`src/rtl/core/fpet_pkg.sv`:
```
// Shared types and constants for the FAT12 packed entry table.
// Used by fpet_ctrl, fpet_dpath and fat12_packed_entry_table_unit; depends on nothing.
package fpet_pkg;

	// operation codes carried in the opcode field
	localparam logic [2:0] OP_READ_ENTRY  = 3'd0;
	localparam logic [2:0] OP_WRITE_ENTRY = 3'd1;
	localparam logic [2:0] OP_ALLOCATE    = 3'd2;
	localparam logic [2:0] OP_LOAD_BYTE   = 3'd3;
	localparam logic [2:0] OP_READ_BYTE   = 3'd4;

	localparam logic [11:0] ENTRY_NONE         = 12'hFFF;
	localparam logic [11:0] FIRST_DATA_CLUSTER = 12'd2;
	localparam logic [11:0] SCAN_END_RESET     = 12'd2848;

	// width of a byte position derived from a cluster number (c + c/2)
	localparam int POS_W = 13;

	typedef struct packed {
		logic [2:0]  opcode;
		logic [11:0] cluster;
		logic [11:0] entry_value;
		logic [12:0] byte_addr;
		logic [7:0]  byte_data;
	} op_word_t;

	typedef struct packed {
		logic [11:0] entry_out;
		logic [7:0]  byte_out;
		logic        out_of_range;
	} res_word_t;

	typedef enum logic [1:0] {
		ADDR_POS,
		ADDR_POS1,
		ADDR_BYTE
	} addr_sel_t;

	typedef enum logic [1:0] {
		WD_LO,
		WD_HI,
		WD_BYTE
	} wdata_sel_t;

	typedef struct packed {
		logic       load_op;
		logic       mem_rd;
		logic       mem_wr;
		addr_sel_t  addr_sel;
		wdata_sel_t wdata_sel;
		logic       cap_lo;
		logic       next_cluster;
		logic       res_ld;
	} cmd_t;

	typedef struct packed {
		logic pos_oor;
		logic byte_oor;
		logic scan_done;
		logic entry_zero;
	} status_t;

endpackage

```
`src/rtl/core/fpet_ctrl.sv`:
```
// Controller of the FAT12 packed entry table: sequences store accesses per operation.
// Depends on fpet_pkg; drives fpet_dpath through the command word.
module fpet_ctrl (
	input  logic              clk,
	input  logic              arst_n,
	input  logic              op_valid,
	input  logic [2:0]        op_opcode,
	output logic              op_stall,
	output logic              res_valid,
	input  logic              res_stall,
	input  fpet_pkg::status_t status,
	output fpet_pkg::cmd_t    cmd
);

	typedef enum logic [3:0] {
		S_IDLE,
		S_ERD0,
		S_ERD1,
		S_EWR0,
		S_EWR1,
		S_EWR2,
		S_EWR3,
		S_ALC0,
		S_ALC1,
		S_ALC2,
		S_LDB,
		S_RDB,
		S_FIN
	} state_t;

	state_t state_q, state_d;
	logic   stall_q;
	logic   res_valid_q;
	logic   accept;
	logic   res_free;

	assign accept   = op_valid && !stall_q;
	assign res_free = !res_valid_q || !res_stall;

	always_comb begin
		cmd = '0;
		cmd.addr_sel  = fpet_pkg::ADDR_POS;
		cmd.wdata_sel = fpet_pkg::WD_BYTE;
		state_d = state_q;
		unique case (state_q)
			S_IDLE: begin
				if (accept) begin
					cmd.load_op = 1'b1;
					unique case (op_opcode)
						fpet_pkg::OP_READ_ENTRY:  state_d = S_ERD0;
						fpet_pkg::OP_WRITE_ENTRY: state_d = S_EWR0;
						fpet_pkg::OP_ALLOCATE:    state_d = S_ALC0;
						fpet_pkg::OP_LOAD_BYTE:   state_d = S_LDB;
						fpet_pkg::OP_READ_BYTE:   state_d = S_RDB;
						default:                  state_d = S_FIN;
					endcase
				end
			end
			S_ERD0: begin
				if (status.pos_oor) begin
					state_d = S_FIN;
				end else begin
					cmd.mem_rd = 1'b1;
					state_d = S_ERD1;
				end
			end
			S_ERD1: begin
				cmd.mem_rd   = 1'b1;
				cmd.addr_sel = fpet_pkg::ADDR_POS1;
				cmd.cap_lo   = 1'b1;
				state_d = S_FIN;
			end
			S_EWR0: begin
				if (status.pos_oor) begin
					state_d = S_FIN;
				end else begin
					cmd.mem_rd = 1'b1;
					state_d = S_EWR1;
				end
			end
			S_EWR1: begin
				cmd.mem_rd   = 1'b1;
				cmd.addr_sel = fpet_pkg::ADDR_POS1;
				cmd.cap_lo   = 1'b1;
				state_d = S_EWR2;
			end
			S_EWR2: begin
				cmd.mem_wr    = 1'b1;
				cmd.wdata_sel = fpet_pkg::WD_LO;
				state_d = S_EWR3;
			end
			S_EWR3: begin
				cmd.mem_wr    = 1'b1;
				cmd.addr_sel  = fpet_pkg::ADDR_POS1;
				cmd.wdata_sel = fpet_pkg::WD_HI;
				state_d = S_FIN;
			end
			S_ALC0: begin
				// stop at the scan bound or where entries leave the table
				if (status.scan_done || status.pos_oor) begin
					state_d = S_FIN;
				end else begin
					cmd.mem_rd = 1'b1;
					state_d = S_ALC1;
				end
			end
			S_ALC1: begin
				cmd.mem_rd   = 1'b1;
				cmd.addr_sel = fpet_pkg::ADDR_POS1;
				cmd.cap_lo   = 1'b1;
				state_d = S_ALC2;
			end
			S_ALC2: begin
				if (status.entry_zero) begin
					state_d = S_FIN;
				end else begin
					cmd.next_cluster = 1'b1;
					state_d = S_ALC0;
				end
			end
			S_LDB: begin
				cmd.mem_wr   = !status.byte_oor;
				cmd.addr_sel = fpet_pkg::ADDR_BYTE;
				state_d = S_FIN;
			end
			S_RDB: begin
				cmd.mem_rd   = !status.byte_oor;
				cmd.addr_sel = fpet_pkg::ADDR_BYTE;
				state_d = S_FIN;
			end
			S_FIN: begin
				if (res_free) begin
					cmd.res_ld = 1'b1;
					state_d = S_IDLE;
				end
			end
			default: state_d = S_IDLE;
		endcase
	end

	always_ff @(posedge clk or negedge arst_n) begin
		if (!arst_n) begin
			state_q     <= S_IDLE;
			stall_q     <= 1'b1;
			res_valid_q <= 1'b0;
		end else begin
			state_q <= state_d;
			if (accept) begin
				stall_q <= 1'b1;
			end else if (state_d == S_IDLE) begin
				stall_q <= 1'b0;
			end
			if (cmd.res_ld) begin
				res_valid_q <= 1'b1;
			end else if (res_valid_q && !res_stall) begin
				res_valid_q <= 1'b0;
			end
		end
	end

	assign op_stall  = stall_q;
	assign res_valid = res_valid_q;

endmodule

```
`config.mk`:
```
export PLATFORM = sky130hd
export DESIGN_NAME = fpet_ctrl
export DESIGN_NICKNAME = d
export VERILOG_FILES = /design/src/rtl/core/fpet_pkg.sv /design/src/rtl/core/fpet_ctrl.sv
export SDC_FILE = /design/constraint.sdc
export NUM_CORES = 1
export LEC_CHECK = 0
export ABC_AREA = 1
export ABC_CLOCK_PERIOD_IN_PS = 1200
export BUFFER_PORTS_ARGS = -buffer_cell sky130_fd_sc_hd__buf_2
export CAP_MARGIN = 0
export CORE_UTILIZATION = 30
export CTS_BUF_LIST = sky130_fd_sc_hd__clkbuf_8
export DETAILED_ROUTE_END_ITERATION = 12
export SLEW_MARGIN = 25
export SYNTH_ARGS = -nofsm -noshare
export SYNTH_HDL_FRONTEND = slang
export SYNTH_SLANG_ARGS = --single-unit
```
`constraint.sdc`:
```
create_clock -name clk -period 1.2 [get_ports clk]
set_input_delay 0.24 -clock clk [delete_from_list [all_inputs] [get_ports clk]]
set_output_delay 0.24 -clock clk [all_outputs]
set_load 0.02 [all_outputs]
```
==> Word level (Yosys, flattened, before mapping) <==
Cells that the tools add are included.
{ "op_classes": {"n_mul": 0, "order_cmp": 0, "muxes": 25, "shift": 0, "n_addsub": 0, "eq_ne": 16, "div": 0, "bitwise_logic": 0, "n_reduce_logical": 19} }
{ "ops": {"columns": ["cell", "n"], "rows": [
  ["case mux 4 bit (10 select lines)", 1],
  ["equality test 4 bit (second input constant)", 5],
  ["two-way mux 4 bit", 5],
  ["case mux 4 bit (5 select lines)", 1],
  ["equality test 4 x 3 -> 1 bit (second input constant)", 4],
  ["two-way mux 1 bit", 13],
  ["equality test 4 x 2 -> 1 bit (second input constant)", 2],
  ["logical NOT 4 bit", 2],
  ["case mux 2 bit (2 select lines)", 2],
  ["OR reduction 4 bit", 2],
  ["equality test 3 x 2 -> 1 bit (second input constant)", 2],
  ["OR reduction 2 bit", 3],
  ["equality test 4 x 1 -> 1 bit (second input constant)", 1],
  ["logical NOT 1 bit", 4],
  ["case mux 1 bit (4 select lines)", 1],
  ["nonzero test 2 bit", 2],
  ["equality test 3 x 1 -> 1 bit (second input constant)", 1],
  ["equality test 3 bit (second input constant)", 1],
  ["logical NOT 3 bit", 1],
  ["two-way mux 3 bit", 1],
  ["OR reduction 3 bit", 1],
  ["logical AND 1 bit", 2],
  ["logical OR 1 bit", 2],
  ["case mux 1 bit (2 select lines)", 1]
]} }
{ "totals": {"input_bits": 11, "rom_bits": 0, "word_cells": 63, "ram_bits": 0, "latch_bits": 0, "out_inout_bits": 12, "ff_bits": 6, "mem_count": 0} }

==> Logic depth before layout (Yosys ltp) <==
{ "logic_depth": {"ltp_word": 7, "mapped_depth": 11, "ltp_nobuf": 11} }

==> Worst setup path before layout <==
No wires, ideal clock.
{ "synth_timing": {"path_type": "register -> output", "startpoint": "reg state_q[1]", "endpoint": "out cmd[7] in the netlist's numbering", "required_ns": 0.960, "n_path_buf": 0, "slack_ns": -0.588, "stages_incl_launch_ff": 6, "arrival_time_ns": 1.548, "path_cell_list": "dfrtp_1 -> inv_2 -> nand2_2 -> inv_2 -> o21ai_0 -> o21ai_0"} }
{ "synth_lines": {"columns": ["item", "line", "text"], "rows": [
  ["start, declared", "fpet_ctrl.sv:31", "state_t state_q, state_d;"],
  ["start signal, assigned", "fpet_ctrl.sv:147", "state_q <= state_d;"],
  ["end, declared", "fpet_ctrl.sv:12", "output fpet_pkg::cmd_t cmd"]
]} }

==> results_dict.tcl <==
set metrics [dict create \
    result_of_the_run "complete, but fails checks" \
    failed_checks "negative setup slack" \
    clock_sink_count 6 \
    power.sequential.fraction 0.143 \
    powerDensity_nw_per_um2 2820 \
    die_outline_width_microns 46.5 \
    post-layout-total-power_uw 3430 \
    detail_route.wl_per_cell_microns 12.4 \
    skew_ps 8.35 \
    cts_max_level 1 \
    hpwl_microns 1270 \
    grt_max_degree 7 \
    design.final.nets 161 \
    dr_total_vias 807 \
    global_route_wire_length_before_repair_microns 2910 \
    grt_util_all_layers 0.190 \
    synth_seq_cells 6 \
    cts_inserted_buffers 3 \
    global_route.overflow_total 0 \
    crit_chain "inv_4, nor2_4, o21ai_2, nand2_2, inv_2, o2111ai_4, buf_6" \
    critPathCaptureType "primary output" \
    max_slew.worst_pin.slew_ps 221 \
    finalCriticalPeriod_ps 1690 \
    cp_data_arrival_time_ps 1450 \
    timing.final.crit_share 1.41 \
    final_wirelength_microns 2150 \
    grt_antenna_before_repair 0 \
    fraction_of_final_layout_cells_sized_beyond_drive_strength_1 0.671 \
    n_antenna_cell 0 \
    drtIter0Drc 15 \
    critical_setup_path_class "reg2out" \
    place.port_buffers 22 \
    synth_nets 112 \
    p_int_uw 1830 \
    cts_tree "built" \
    avgViaCountPerCell 4.64 \
    layout_commonest_cell "sky130_fd_sc_hd__buf_6" \
    final-instance-count-excl-fill 174 \
    cp.required_ps 960 \
    design.core.area_sq_um 1780 \
    sw_ratio 0.466 \
    netlist_area_sq_um 594 \
    slew_violations 0 \
    pwr-share-comb 0.766 \
    critical-path-max-stage-delay_ps 460 \
    setup_ws_ps -491 \
    final_antenna_net_count 0 \
    rel_slew_slack 0.852 \
    drtPass1Iterations 4 \
    start_util 0.333 \
    fmaxAchievable_mhz 591 \
    unrepaired_setup_endpoints_after_global_routing "yes" \
    final-hold-violation-count 0 \
    drc_errors 0 \
    top_level_ports 23 \
    netlist_instances 101 \
    irDropWorstVdd_uv 1260 \
    setup_violations_final 15 \
    switchingPower_uw 1600 \
    worst_setup_path_start_kind "register" \
    yosys_warnings 0 \
    floorplan.rows 15 \
    timing.hold.ws_ps 246 \
    vias_in_the_first_global_route 711 \
    p_leak_uw 0.000655 \
    area_growth_syn_to_layout_pct 105 \
    synth_sequential_area_ratio 0.255 \
    die_height_microns 46.5 \
    layout.cells.most_common_list "sky130_fd_sc_hd__buf_6 (23), sky130_fd_sc_hd__nand2_1 (19), sky130_fd_sc_hd__nand2_2 (14)" \
    synthesis.area_per_instance_sq_um 5.88 \
    routabilityCongestion 0.910 \
    clk_root_buffer_cell "sky130_fd_sc_hd__clkbuf_8" \
    cap_viol_max_count 0 \
    dieArea_sq_um 2160 \
    clock_path_buffers 2 \
    cell_with_the_largest_stage_delay_on_the_worst_path "sky130_fd_sc_hd__dfrtp_2" \
    insertion_delay_ps 220 \
    min-delay-path-class "in2reg" \
    clk_pin_slew_worst_paths_ps 40 \
    cp_max_fo 5 \
    final.fill_count 138 \
    synth_cell_type_count 17 \
    clock_power_share 0.091 \
    placedCellCount 163 \
]
[registers in the layout, summed over array words and instances, names as in the netlist]
register   flops
state_q        4
op_stall       1
res_valid      1
[path summary, 6_finish.rpt]
check | from | end | slack (ps) | depth (start not counted)
max in group asynchronous | arst_n | op_stall$_DFFE_PN1P_ | 600 | 2
min in group asynchronous | arst_n | res_valid$_DFFE_PN0P_ | 370 | 2
worst max-delay path | state_q[2]$_DFF_PN0_ | cmd[8] | -490 | 7
worst min-delay path | res_stall | res_valid$_DFFE_PN0P_ | 250 | 3
worst max register to register | state_q[3]$_DFF_PN0_ | op_stall$_DFFE_PN1P_ | -310 | 11
worst min register to register | res_valid$_DFFE_PN0P_ | res_valid$_DFFE_PN0P_ | 510 | 2
[timing repair]
item | in CTS | in global routing
buffers inserted | 6 | 4
gates resized for setup | 29 | 33
hold buffers | 1 | 0
endpoints found under the hold margin | 5 | 0
endpoints found under the setup margin | 15 | 16
pin swaps | 12 | 15
[power by group through the flow]
stage / registers, uW / logic [uW] / clock network [uW]
3_3_place_gp: 457 / 1780 / 0
4_1_cts: 474 / 2200 / 312
6_report: 492 / 2630 / 311
5_1_grt: 500 / 2810 / 343
3_5_place_dp: 460 / 1800 / 0
2_1_floorplan: 491 / 1050 / 0
[metrics by stage]
step / setup WS, ps / area, sq um / TNS, ps / util
floorplan: -144 / 652 / -374 / -
global placement: -193 / 906 / -1150 / 0.508
detailed placement: -196 / 906 / -1180 / 0.508
CTS: -413 / 1090 / -3740 / 0.614
global route: -537 / 1220 / -5140 / 0.684
finish: -491 / 1220 / -4350 / 0.684
[final cells by class]
class	count	area [sq um]	area share
Multi-Input combinational cell	76	519	0.426
Timing Repair Buffer	44	392	0.321
Sequential cell	6	155	0.127
Inverter	19	76.3	0.0626
Clock buffer	3	41.3	0.0339
Tap cell	25	31.3	0.0257
Clock inverter	1	3.75	0.00308
[critical path, delay by kind of cell (launching register included)]
| kind | cells | cell delay [ps] |
|---|---|---|
| flip-flops | 1 | 460 |
| buffers and inverters | 3 | 350 |
| AO/OA/AOI/OAI | 2 | 280 |
| AND/OR/NAND/NOR | 2 | 150 |
[cells in the mapped netlist]
library cell / instances / area share
sky130_fd_sc_hd__nor3_1: 1 / 0.0084
sky130_fd_sc_hd__nor2_4: 1 / 0.019
sky130_fd_sc_hd__dfrtp_1: 5 / 0.21
sky130_fd_sc_hd__o21ai_0: 2 / 0.017
sky130_fd_sc_hd__nand3_1: 8 / 0.067
sky130_fd_sc_hd__nand2_2: 4 / 0.042
sky130_fd_sc_hd__nand3_2: 4 / 0.067
sky130_fd_sc_hd__o2111ai_1: 1 / 0.015
sky130_fd_sc_hd__nand2_1: 31 / 0.20
sky130_fd_sc_hd__o21ai_1: 2 / 0.017
sky130_fd_sc_hd__a21oi_1: 1 / 0.0084
sky130_fd_sc_hd__o21a_1: 1 / 0.013
sky130_fd_sc_hd__nor2_1: 13 / 0.082
sky130_fd_sc_hd__inv_2: 6 / 0.038
sky130_fd_sc_hd__dfstp_2: 1 / 0.044
sky130_fd_sc_hd__nor2_2: 7 / 0.074
sky130_fd_sc_hd__inv_1: 13 / 0.082
[logic make-up after synthesis]
group / Yosys count / synth area share
AO/OA/AOI/OAI: 7 / 0.0695
buffers and inverters: 19 / 0.120
AND/OR/NAND/NOR: 69 / 0.556
flip-flops: 6 / 0.255
[layer usage]
metal	part of all wire	global-route usage	up-vias	routed length, microns
li1	-	-	407	-
met1	0.39	0.242	372	831
met2	0.58	0.331	28	1250
met3	0.031	0.0275	0	67
met4	0	0.0471	0	0
met5	0	0	-	0
Note: power is estimated with default switching activity, not from simulation.
